File: src/hw/rtl/jadz_pkg.sv
// Shared types, constants and the output mapping for the joystick dead-zone scaler.
package jadz_pkg;

   localparam int SAMPLE_BITS = 12;
   localparam int FIELD_COUNT = 4;
   localparam int BOUND_BITS  = 12;
   localparam int DZ_BITS     = 10;
   localparam int OFF_BITS    = 11;
   localparam int POS_BITS    = 8;
   localparam int WIDE_BITS   = 14;
   localparam int DIFF_BITS   = 13;
   localparam int MAG_BITS    = 12;
   localparam int Q_BITS      = 7;
   localparam int NUM_BITS    = MAG_BITS + Q_BITS;
   localparam int DEN_BITS    = 13;
   localparam int CMP_BITS    = DEN_BITS + Q_BITS;
   localparam int FRONT_DEPTH = 4;
   localparam int DIV_DEPTH   = Q_BITS + 1;
   localparam int PIPE_DEPTH  = FRONT_DEPTH + DIV_DEPTH + 1;
   localparam int ADDR_BITS   = 5;
   localparam int DATA_BITS   = 32;

   localparam logic signed [BOUND_BITS-1:0] LOWER_RESET = -12'sd1948;
   localparam logic signed [BOUND_BITS-1:0] UPPER_RESET = 12'sd2047;
   localparam logic [DZ_BITS-1:0]           DZ_RESET    = 10'd100;

   localparam logic signed [POS_BITS-1:0] POS_MIN      = -8'sd128;
   localparam logic signed [POS_BITS-1:0] POS_MAX      = 8'sd127;
   localparam logic signed [POS_BITS-1:0] POS_NEG_STEP = -8'sd2;

   typedef enum logic [2:0] {
      REG_LOWER_BOUND,
      REG_UPPER_BOUND,
      REG_DEAD_ZONE,
      REG_LH_OFFSET,
      REG_LV_OFFSET,
      REG_RH_OFFSET,
      REG_RV_OFFSET
   } reg_index_type;

   typedef struct packed {
      logic [SAMPLE_BITS-1:0] left_horizontal_raw;
      logic [SAMPLE_BITS-1:0] left_vertical_raw;
      logic [SAMPLE_BITS-1:0] right_horizontal_raw;
      logic [SAMPLE_BITS-1:0] right_vertical_raw;
   } req_type;

   typedef struct packed {
      logic signed [POS_BITS-1:0] left_horizontal_pos;
      logic signed [POS_BITS-1:0] left_vertical_pos;
      logic signed [POS_BITS-1:0] right_horizontal_pos;
      logic signed [POS_BITS-1:0] right_vertical_pos;
   } rsp_type;

   typedef struct packed {
      logic signed [BOUND_BITS-1:0] lower_bound;
      logic signed [BOUND_BITS-1:0] upper_bound;
      logic [DZ_BITS-1:0]           zone_half;
   } cfg_type;

   typedef struct packed {
      logic                neg;
      logic                zero;
      logic [NUM_BITS-1:0] num;
      logic [DEN_BITS-1:0] den;
   } front_type;

   typedef struct packed {
      logic              neg;
      logic              zero;
      logic              sat;
      logic [Q_BITS-1:0] q;
   } div_type;

   function automatic logic signed [POS_BITS-1:0] pos_map(input div_type d);
      logic signed [POS_BITS-1:0] r;
      if (d.zero) begin
         r = '0;
      end else if (d.neg) begin
         if (d.sat) begin
            r = POS_MIN;
         end else if (d.q == Q_BITS'(1)) begin
            r = POS_NEG_STEP;
         end else begin
            r = POS_BITS'(-$signed({1'b0, d.q}));
         end
      end else if (d.sat) begin
         r = POS_MAX;
      end else begin
         r = $signed({1'b0, d.q});
      end
      return r;
   endfunction

endpackage

File: src/hw/rtl/joystick_axis_dead_zone_scaler_top.sv
// Top level of the joystick dead-zone scaler: registers, lanes and result merge.
//
// Each frame of four ADC samples is taken at once, and its four positions
// appear on rsp_payload with rsp_strobe high for one cycle once the frame
// has passed the lanes. One lane per axis works in parallel; each lane is a
// four-stage front end followed by an eight-stage pipelined divider (one
// saturation check, then one quotient bit per stage), and a final merge
// register drives the outputs. busy never rises, so a new frame may be given
// every cycle. Results cannot be held off and must be taken as they appear.
// The user must write registers through the APB-style port only while no frame
// is in flight; the block itself does not enforce it.
module joystick_axis_dead_zone_scaler_top #(
   parameter int AXIS_COUNT = 4
) (
   input  logic                                clock,
   input  logic                                reset,
   input  logic                                start,
   output logic                                busy,
   input  jadz_pkg::req_type                   req_payload,
   output logic                                rsp_strobe,
   output jadz_pkg::rsp_type                   rsp_payload,
   input  logic                                psel,
   input  logic                                penable,
   input  logic                                pwrite,
   input  logic [jadz_pkg::ADDR_BITS-1:0]      paddr,
   input  logic [jadz_pkg::DATA_BITS-1:0]      pwdata,
   output logic [jadz_pkg::DATA_BITS-1:0]      prdata,
   output logic                                pready
);

   localparam int LANE_COUNT = (AXIS_COUNT < jadz_pkg::FIELD_COUNT) ?
                               AXIS_COUNT : jadz_pkg::FIELD_COUNT;

   logic signed [jadz_pkg::BOUND_BITS-1:0] lower_ff, lower_in;
   logic signed [jadz_pkg::BOUND_BITS-1:0] upper_ff, upper_in;
   logic [jadz_pkg::DZ_BITS-1:0]           dz_ff, dz_in;
   logic signed [jadz_pkg::OFF_BITS-1:0]   offset_ff [jadz_pkg::FIELD_COUNT];
   logic signed [jadz_pkg::OFF_BITS-1:0]   offset_in [jadz_pkg::FIELD_COUNT];
   logic [jadz_pkg::PIPE_DEPTH-1:0]        valid_ff, valid_in;
   jadz_pkg::rsp_type                      rsp_ff, rsp_in;
   jadz_pkg::cfg_type                      cfg;
   jadz_pkg::reg_index_type                reg_index;
   logic                                   wr_en;
   logic [jadz_pkg::SAMPLE_BITS-1:0]       raw [jadz_pkg::FIELD_COUNT];
   logic signed [jadz_pkg::POS_BITS-1:0]   lane_pos [jadz_pkg::FIELD_COUNT];

   assign busy   = 1'b0;
   assign pready = 1'b1;

   assign reg_index = jadz_pkg::reg_index_type'(paddr[jadz_pkg::ADDR_BITS-1:2]);
   assign wr_en     = psel && penable && pwrite && pready;

   always_comb begin
      lower_in  = lower_ff;
      upper_in  = upper_ff;
      dz_in     = dz_ff;
      offset_in = offset_ff;
      if (wr_en) begin
         unique case (reg_index)
            jadz_pkg::REG_LOWER_BOUND: lower_in = pwdata[jadz_pkg::BOUND_BITS-1:0];
            jadz_pkg::REG_UPPER_BOUND: upper_in = pwdata[jadz_pkg::BOUND_BITS-1:0];
            jadz_pkg::REG_DEAD_ZONE:   dz_in = pwdata[jadz_pkg::DZ_BITS-1:0];
            jadz_pkg::REG_LH_OFFSET:   offset_in[0] = pwdata[jadz_pkg::OFF_BITS-1:0];
            jadz_pkg::REG_LV_OFFSET:   offset_in[1] = pwdata[jadz_pkg::OFF_BITS-1:0];
            jadz_pkg::REG_RH_OFFSET:   offset_in[2] = pwdata[jadz_pkg::OFF_BITS-1:0];
            jadz_pkg::REG_RV_OFFSET:   offset_in[3] = pwdata[jadz_pkg::OFF_BITS-1:0];
            default: ;
         endcase
      end
   end

   always_comb begin
      unique case (reg_index)
         jadz_pkg::REG_LOWER_BOUND: prdata = jadz_pkg::DATA_BITS'(lower_ff);
         jadz_pkg::REG_UPPER_BOUND: prdata = jadz_pkg::DATA_BITS'(upper_ff);
         jadz_pkg::REG_DEAD_ZONE:   prdata = jadz_pkg::DATA_BITS'(dz_ff);
         jadz_pkg::REG_LH_OFFSET:   prdata = jadz_pkg::DATA_BITS'(offset_ff[0]);
         jadz_pkg::REG_LV_OFFSET:   prdata = jadz_pkg::DATA_BITS'(offset_ff[1]);
         jadz_pkg::REG_RH_OFFSET:   prdata = jadz_pkg::DATA_BITS'(offset_ff[2]);
         jadz_pkg::REG_RV_OFFSET:   prdata = jadz_pkg::DATA_BITS'(offset_ff[3]);
         default:                   prdata = '0;
      endcase
   end

   always_ff @(posedge clock) begin
      if (reset) begin
         lower_ff  <= jadz_pkg::LOWER_RESET;
         upper_ff  <= jadz_pkg::UPPER_RESET;
         dz_ff     <= jadz_pkg::DZ_RESET;
         offset_ff <= '{default: '0};
         valid_ff  <= '0;
      end else begin
         lower_ff  <= lower_in;
         upper_ff  <= upper_in;
         dz_ff     <= dz_in;
         offset_ff <= offset_in;
         valid_ff  <= valid_in;
      end
   end

   assign valid_in = {valid_ff[jadz_pkg::PIPE_DEPTH-2:0], start && !busy};

   assign cfg.lower_bound = lower_ff;
   assign cfg.upper_bound = upper_ff;
   assign cfg.zone_half   = dz_ff;

   assign raw[0] = req_payload.left_horizontal_raw;
   assign raw[1] = req_payload.left_vertical_raw;
   assign raw[2] = req_payload.right_horizontal_raw;
   assign raw[3] = req_payload.right_vertical_raw;

   for (genvar i = 0; i < jadz_pkg::FIELD_COUNT; i++) begin : g_lane
      if (i < LANE_COUNT) begin : g_on
         jadz_pkg::front_type front;
         jadz_pkg::div_type   result;

         jadz_front u_front (
            .clock  (clock),
            .raw    (raw[i]),
            .cfg    (cfg),
            .offset (offset_ff[i]),
            .front  (front)
         );

         jadz_div u_div (
            .clock  (clock),
            .front  (front),
            .result (result)
         );

         assign lane_pos[i] = jadz_pkg::pos_map(result);
      end else begin : g_off
         assign lane_pos[i] = '0;
      end
   end

   always_comb begin
      rsp_in.left_horizontal_pos  = lane_pos[0];
      rsp_in.left_vertical_pos    = lane_pos[1];
      rsp_in.right_horizontal_pos = lane_pos[2];
      rsp_in.right_vertical_pos   = lane_pos[3];
   end

   always_ff @(posedge clock) begin
      rsp_ff <= rsp_in;
   end

   assign rsp_strobe  = valid_ff[jadz_pkg::PIPE_DEPTH-1];
   assign rsp_payload = rsp_ff;

endmodule

File: src/hw/rtl/jadz_front.sv
// Lane front end: centre, clamp, offset, dead zone and divider operands.
module jadz_front (
   input  logic                                    clock,
   input  logic [jadz_pkg::SAMPLE_BITS-1:0]        raw,
   input  jadz_pkg::cfg_type                       cfg,
   input  logic signed [jadz_pkg::OFF_BITS-1:0]    offset,
   output jadz_pkg::front_type                     front
);

   logic signed [jadz_pkg::BOUND_BITS-1:0] centre;
   logic signed [jadz_pkg::BOUND_BITS-1:0] lower;
   logic signed [jadz_pkg::BOUND_BITS-1:0] upper;
   logic signed [jadz_pkg::DIFF_BITS-1:0]  dz_s;

   logic signed [jadz_pkg::BOUND_BITS-1:0] c_ff, c_in;
   logic signed [jadz_pkg::OFF_BITS-1:0]   off_ff;
   logic signed [jadz_pkg::WIDE_BITS-1:0]  lb1_ff, lb1_in, ub1_ff, ub1_in;
   logic signed [jadz_pkg::DIFF_BITS-1:0]  d_ff, d_in;
   logic signed [jadz_pkg::WIDE_BITS-1:0]  lb2_ff, ub2_ff;
   logic signed [jadz_pkg::DIFF_BITS-1:0]  v_ff, v_in;
   logic signed [jadz_pkg::WIDE_BITS-1:0]  lb3_ff, ub3_ff;
   logic [jadz_pkg::MAG_BITS-1:0]          mag;
   logic [jadz_pkg::NUM_BITS-1:0]          mag_ext;
   jadz_pkg::front_type                    front_ff, front_in;

   always_comb begin
      lower  = cfg.lower_bound;
      upper  = cfg.upper_bound;
      centre = $signed({~raw[jadz_pkg::SAMPLE_BITS-1], raw[jadz_pkg::SAMPLE_BITS-2:0]});
      if (centre < lower) begin
         c_in = lower;
      end else if (centre > upper) begin
         c_in = upper;
      end else begin
         c_in = centre;
      end
      lb1_in = jadz_pkg::WIDE_BITS'(lower) - jadz_pkg::WIDE_BITS'(offset)
               + $signed({4'b0000, cfg.zone_half});
      ub1_in = jadz_pkg::WIDE_BITS'(upper) - jadz_pkg::WIDE_BITS'(offset)
               - $signed({4'b0000, cfg.zone_half});
   end

   always_comb begin
      d_in = jadz_pkg::DIFF_BITS'(c_ff) - jadz_pkg::DIFF_BITS'(off_ff);
   end

   always_comb begin
      dz_s = $signed({3'b000, cfg.zone_half});
      if (d_ff < dz_s && d_ff > -dz_s) begin
         v_in = '0;
      end else if (d_ff >= dz_s) begin
         v_in = d_ff - dz_s;
      end else begin
         v_in = d_ff + dz_s;
      end
   end

   always_comb begin
      front_in.neg = v_ff[jadz_pkg::DIFF_BITS-1];
      if (front_in.neg) begin
         mag           = jadz_pkg::MAG_BITS'(-v_ff);
         mag_ext       = jadz_pkg::NUM_BITS'(mag);
         front_in.num  = mag_ext << jadz_pkg::Q_BITS;
         front_in.den  = jadz_pkg::DEN_BITS'(-lb3_ff);
         front_in.zero = !lb3_ff[jadz_pkg::WIDE_BITS-1];
      end else begin
         mag           = jadz_pkg::MAG_BITS'(v_ff);
         mag_ext       = jadz_pkg::NUM_BITS'(mag);
         front_in.num  = (mag_ext << jadz_pkg::Q_BITS) - mag_ext;
         front_in.den  = jadz_pkg::DEN_BITS'(ub3_ff);
         front_in.zero = ub3_ff[jadz_pkg::WIDE_BITS-1] || (ub3_ff == '0);
      end
   end

   always_ff @(posedge clock) begin
      c_ff     <= c_in;
      off_ff   <= offset;
      lb1_ff   <= lb1_in;
      ub1_ff   <= ub1_in;
      d_ff     <= d_in;
      lb2_ff   <= lb1_ff;
      ub2_ff   <= ub1_ff;
      v_ff     <= v_in;
      lb3_ff   <= lb2_ff;
      ub3_ff   <= ub2_ff;
      front_ff <= front_in;
   end

   assign front = front_ff;

endmodule

File: src/hw/rtl/jadz_div.sv
// Lane divider: saturation check then one restoring quotient bit per stage.
module jadz_div (
   input  logic                clock,
   input  jadz_pkg::front_type front,
   output jadz_pkg::div_type   result
);

   localparam int DEPTH = jadz_pkg::DIV_DEPTH;

   logic [jadz_pkg::NUM_BITS-1:0] rem_ff  [DEPTH];
   logic [jadz_pkg::DEN_BITS-1:0] den_ff  [DEPTH];
   logic [jadz_pkg::Q_BITS-1:0]   q_ff    [DEPTH];
   logic                          neg_ff  [DEPTH];
   logic                          zero_ff [DEPTH];
   logic                          sat_ff  [DEPTH];
   logic                          sat_in;

   assign sat_in = jadz_pkg::CMP_BITS'(front.num)
                   >= (jadz_pkg::CMP_BITS'(front.den) << jadz_pkg::Q_BITS);

   always_ff @(posedge clock) begin
      rem_ff[0]  <= front.num;
      den_ff[0]  <= front.den;
      q_ff[0]    <= '0;
      neg_ff[0]  <= front.neg;
      zero_ff[0] <= front.zero;
      sat_ff[0]  <= sat_in;
   end

   for (genvar s = 1; s < DEPTH; s++) begin : g_stage
      localparam int SHIFT = DEPTH - 1 - s;
      logic [jadz_pkg::CMP_BITS-1:0] shifted;
      logic                          take;
      logic [jadz_pkg::NUM_BITS-1:0] rem_in;

      always_comb begin
         shifted = jadz_pkg::CMP_BITS'(den_ff[s-1]) << SHIFT;
         take    = jadz_pkg::CMP_BITS'(rem_ff[s-1]) >= shifted;
         rem_in  = take ? jadz_pkg::NUM_BITS'(jadz_pkg::CMP_BITS'(rem_ff[s-1]) - shifted)
                        : rem_ff[s-1];
      end

      always_ff @(posedge clock) begin
         rem_ff[s]  <= rem_in;
         den_ff[s]  <= den_ff[s-1];
         q_ff[s]    <= {q_ff[s-1][jadz_pkg::Q_BITS-2:0], take};
         neg_ff[s]  <= neg_ff[s-1];
         zero_ff[s] <= zero_ff[s-1];
         sat_ff[s]  <= sat_ff[s-1];
      end
   end

   assign result.neg  = neg_ff[DEPTH-1];
   assign result.zero = zero_ff[DEPTH-1];
   assign result.sat  = sat_ff[DEPTH-1];
   assign result.q    = q_ff[DEPTH-1];

endmodule
File: config.mk
export PLATFORM = sky130hd
export DESIGN_NAME = joystick_axis_dead_zone_scaler_top
export DESIGN_NICKNAME = d
export VERILOG_FILES = /design/src/hw/rtl/jadz_pkg.sv /design/src/hw/rtl/joystick_axis_dead_zone_scaler_top.sv /design/src/hw/rtl/jadz_front.sv /design/src/hw/rtl/jadz_div.sv
export SDC_FILE = /design/constraint.sdc
export NUM_CORES = 2
export LEC_CHECK = 0
export BUFFER_PORTS_ARGS = -buffer_cell sky130_fd_sc_hd__buf_2
export CAP_MARGIN = 20
export CORE_MARGIN = 2
export CORE_UTILIZATION = 65
export CTS_BUF_LIST = sky130_fd_sc_hd__clkbuf_8
export CTS_CLUSTER_DIAMETER = 60
export CTS_CLUSTER_SIZE = 12
export DETAILED_ROUTE_END_ITERATION = 16
export GPL_TIMING_DRIVEN = 0
export PLACE_DENSITY = 0.82
export SLEW_MARGIN = 15
export SYNTH_ARGS = -nofsm -noshare
export SYNTH_HDL_FRONTEND = slang
export SYNTH_SLANG_ARGS = --single-unit
File: constraint.sdc
create_clock -name clock -period 8.93 [get_ports clock]
set_input_delay 0.893 -clock clock [delete_from_list [all_inputs] [get_ports clock]]
set_output_delay 0.893 -clock clock [all_outputs]
set_load 0.01 [all_outputs]
==> summary.txt <==
Yosys
  – Avg Inst Size Synth: roughly 9.7 µm²
  – Gate Count Post-Synth: 8921
  – Post-synth EDFFs: 0
  – Post-synthesis sequential area ratio: roughly 44%
  – Yosys warns: 0
  – Main synth FF type: dfxtp_1
  – Share of flip-flops with an asynchronous set or reset: 0%
  – Synth Net Count: between 9000 and 10000
  – Count of cell types in the netlist: 88
  – Mapped cell area: 86100 µm²
  – Flops & latches, synth: about 1900

Finish
  – FF+latch area: between 30000 and 40000 µm²
  – Post-layout nets: about 10000
  – Synthesis-to-layout area growth: 6.88%
  – Commonest non-fill, non-tap cells in the layout: 1887 x dfxtp_1, 897 x ha_1, 843 x inv_1
  – Multi-input logic area: 44100 µm²
  – Commonest non-fill, non-tap cell in the layout: dfxtp_1
  – Layout cell share with drive strength beyond 1: roughly 7.5%
  – Final Core Density: 70.0%
  – Layout fillers: roughly 10000

Setup path
  – Worst endpoint data arrival time: between 6 and 7 ns
  – Worst-path maximum fanout: 11
  – R2R Setup Slk: about 3.6 ns
  – Worst reg2reg endpoint: g_lane[0].g_on.u_front.ub1_ff[11]
  – Crit path to: g_lane[0].g_on.u_front.ub1_ff[11]
  – Worst setup EP type: flop
  – Crit. Startpoint: upper_ff[1]
  – R2R cell count: 13
  – Worst EP required: between 9 and 10 ns
  – Worst setup path class: flop to flop
  – Startpoint types: flop
  – Reg-to-reg startpoint: upper_ff[1]

Place
  – GP Congestion: ~0.96
  – PortBufs: 130
  – Detail Placement HPWL: about 150000 µm

Floorplanning
  – Die Y: 368 µm
  – Num rows: between 100 and 150
  – Full die area: approximately 140000 µm²
  – Core ar.: between 100000 and 150000 µm²
  – Io pins: ~160
  – Initial core utilization: 65.5%
  – Die width: between 300 and 400 µm

Pwr
  – Reg power frac: 41.9%
  – Sw frac: between 30% and 40%
  – P_leak: 0.0410 µW
  – Worst IR drop on VDD: about 170 µV
  – Internal power: approximately 19000 µW
  – Final Power: roughly 31000 µW
  – Pwr Density: approximately 330 nW/µm²
  – Switching power: around 11000 µW
  – Clock Power Share: between 10% and 20%
  – Combinational share of power: a little over two fifths

Route
  – Residual DRC: 0
  – Vias per inst: 5.80
  – ANT nets after route: 0
  – Vias: between 60000 and 70000
  – DR WL/cell: roughly 18 µm
  – Iteration-0 DRC Markers: about 5000
  – Drt pass-1 iters: 6
  – Routed wire length: between 200000 and 250000 µm

STA
  – Clock skew: 0.0756 ns
  – F_max: between 150 and 200 MHz
  – Actual slew at the worst max-slew pin: 1.22 ns
  – RSZ-0062 raised after global routing: false
  – Max-Slew Margin vs Limit: a little under a fifth
  – Setup violators final: 0
  – Fin. max-slew vios: 0
  – Final Hold Fails: 0
  – Setup TNS: 0 ns
  – Period utilisation layout: approximately 60%
  – Min Tclk post-route: approximately 5.3 ns

Global route
  – First-pass GRT wire length: around 320000 µm
  – Gr ovfl total: 0
  – Vias in the first global route: between 60000 and 70000
  – All-Layer GR Usage: 29.3%
  – Pin count of the biggest net entering global routing: 18
  – Initial antenna violation count: 3

Run
  – Max-cap violation count: 0

Clocking
  – Root Buffer: clkbuf_8
  – Clock tree sinks: approximately 1900
  – Clock Path Buffers: 3
  – Clk Latency, worst-skew pair: a little under 1 ns
  – CTS tree: built
  – Clock-pin slew on the worst setup and hold paths: roughly 0.08 ns
  – Num CTS Buffers: 181
  – # Post-CTS Setup Buffers: 0
  – CTS resizes: 0
  – H-Tree Depth: 4
  – Hold buffers post-CTS: 0

Worst hold path
  – Hold WC Path Type: input port to flop

Status
  – Outcome: finished clean
cells in the mapped netlist, types with 62 or more instances:
cell type	count	area, µm²
xnor2_1	377	3300
ha_1	897	11200
nand4_1	83	519
inv_1	837	3140
a211oi_1	62	465
nand3_1	115	576
nor4_1	83	519
a31oi_1	62	388
or3_1	73	457
nor2_1	695	2610
o21ai_0	368	1840
nor2b_1	155	970
dfxtp_1	1895	37900
a21oi_1	567	2840
clkbuf_1	137	514
nand2_1	486	1820
nor3_1	189	946
mux2_2	175	1970
mux2i_1	142	1420
o21a_1	132	991
xor2_1	186	1630
a21o_1	202	1520
nand2b_1	83	519
per-layer routing:
metal  part of all wire [%]  wire (µm)  global-route usage (%)
met5                  0.011         22                       0
met4                    5.2      10600                    15.3
met3                    6.5      13200                    4.53
met2                     46      92300                    48.5
met1                     43      86300                    37.0
stage by stage:
step / instances / hold slack, ns / setup WS (ns) / area (µm²)
after floorplan: 8921 / 0.310 / 4.32 / 86100
after detailed placement: 10812 / 0.312 / 3.82 / 89100
after CTS: 11029 / 0.0749 / 3.82 / 92000
final: 11034 / 0.181 / 3.59 / 92000
after global routing: 11031 / 0.123 / 3.51 / 92000
after global placement: 10806 / 0.309 / 2.37 / 89000
flip-flops by register name (all words and copies together), names as in the netlist, 48 cells and up:
signal                      cells
g_lane.g_on.u_front.ub2_ff     56
g_lane.g_on.u_div.den_ff      364
g_lane.g_on.u_front.d_ff       52
g_lane.g_on.u_div.q_ff        112
g_lane.g_on.u_front.lb1_ff     56
g_lane.g_on.u_front.ub3_ff     56
g_lane.g_on.u_front.v_ff       52
g_lane.g_on.u_front.ub1_ff     56
g_lane.g_on.u_front.lb2_ff     56
g_lane.g_on.u_front.lb3_ff     56
g_lane.g_on.u_front.front     136
g_lane.g_on.u_front.c_ff       48
g_lane.g_on.u_div.rem_ff      532
area by class of cell:
class                           instances  share of cell area, %
Timing Repair Buffer                  137                  0.851
Buffer                                198                  0.995
Tap cell                             1755                   2.39
Sequential cell                      1895                   41.2
Inverter                              837                   3.41
Clock inverter                         34                  0.431
Multi-Input combinational cell       5991                   48.0
Antenna cell                            4                 0.0109
Clock buffer                          183                   2.74
power by group through the flow:
stage | sequential, µW | combinational (µW) | clock (µW)
global route | 13100 | 14600 | 5160
global placement | 12900 | 12400 | 0
floorplan | 12300 | 10400 | 0
detailed placement | 13000 | 12800 | 0
CTS | 12800 | 12900 | 4840
finish | 12800 | 13000 | 4710
worst min-delay path by stage:
stage,start,end,slack [ns],depth (start not counted)
after global routing,pwdata[11],lower_ff[11],0.12,2
after floorplan,g_lane[0].g_on.u_front.front[33],g_lane[0].g_on.u_div.neg_ff[0][0],0.31,0
after detailed placement,g_lane[0].g_on.u_div.sat_ff[0][1],g_lane[0].g_on.u_div.sat_ff[0][2],0.31,0
after global placement,g_lane[1].g_on.u_div.sat_ff[0][3],g_lane[1].g_on.u_div.sat_ff[1][0],0.31,0
final,pwdata[11],lower_ff[11],0.18,2
after CTS,pwdata[11],lower_ff[11],0.07,2
critical path: stages (launching register included):
cell	delay (ns)
dfxtp_1	1.07
inv_1	0.84
fa_1	0.68
nor2b_1	0.12
o21ai_0	0.13
a21oi_1	0.30
nor2_1	0.10
xnor2_1	0.16
ha_1	0.24
or3_1	0.36
o21ai_0	0.08
a21oi_1	0.10
a2111oi_0	0.83
xor2_1	0.13
logic make-up (layout without fill, tap and decap cells):
group                      after synthesis  after routing  share of synthesized area [%]
AOI/OAI and AO/OA                     1934           1934                           14.6
xor gates and xnor gates               563            563                           5.73
adders and majority gates              949            949                           14.2
buffers and inverters                 1035           1389                           4.71
DFF                                   1895           1895                           44.0
muxes                                  320            320                           4.02
other                                    2              6                        0.00872
and+or+nand+nor                       2223           2223                           12.6
(Power assumes the default switching activity.)
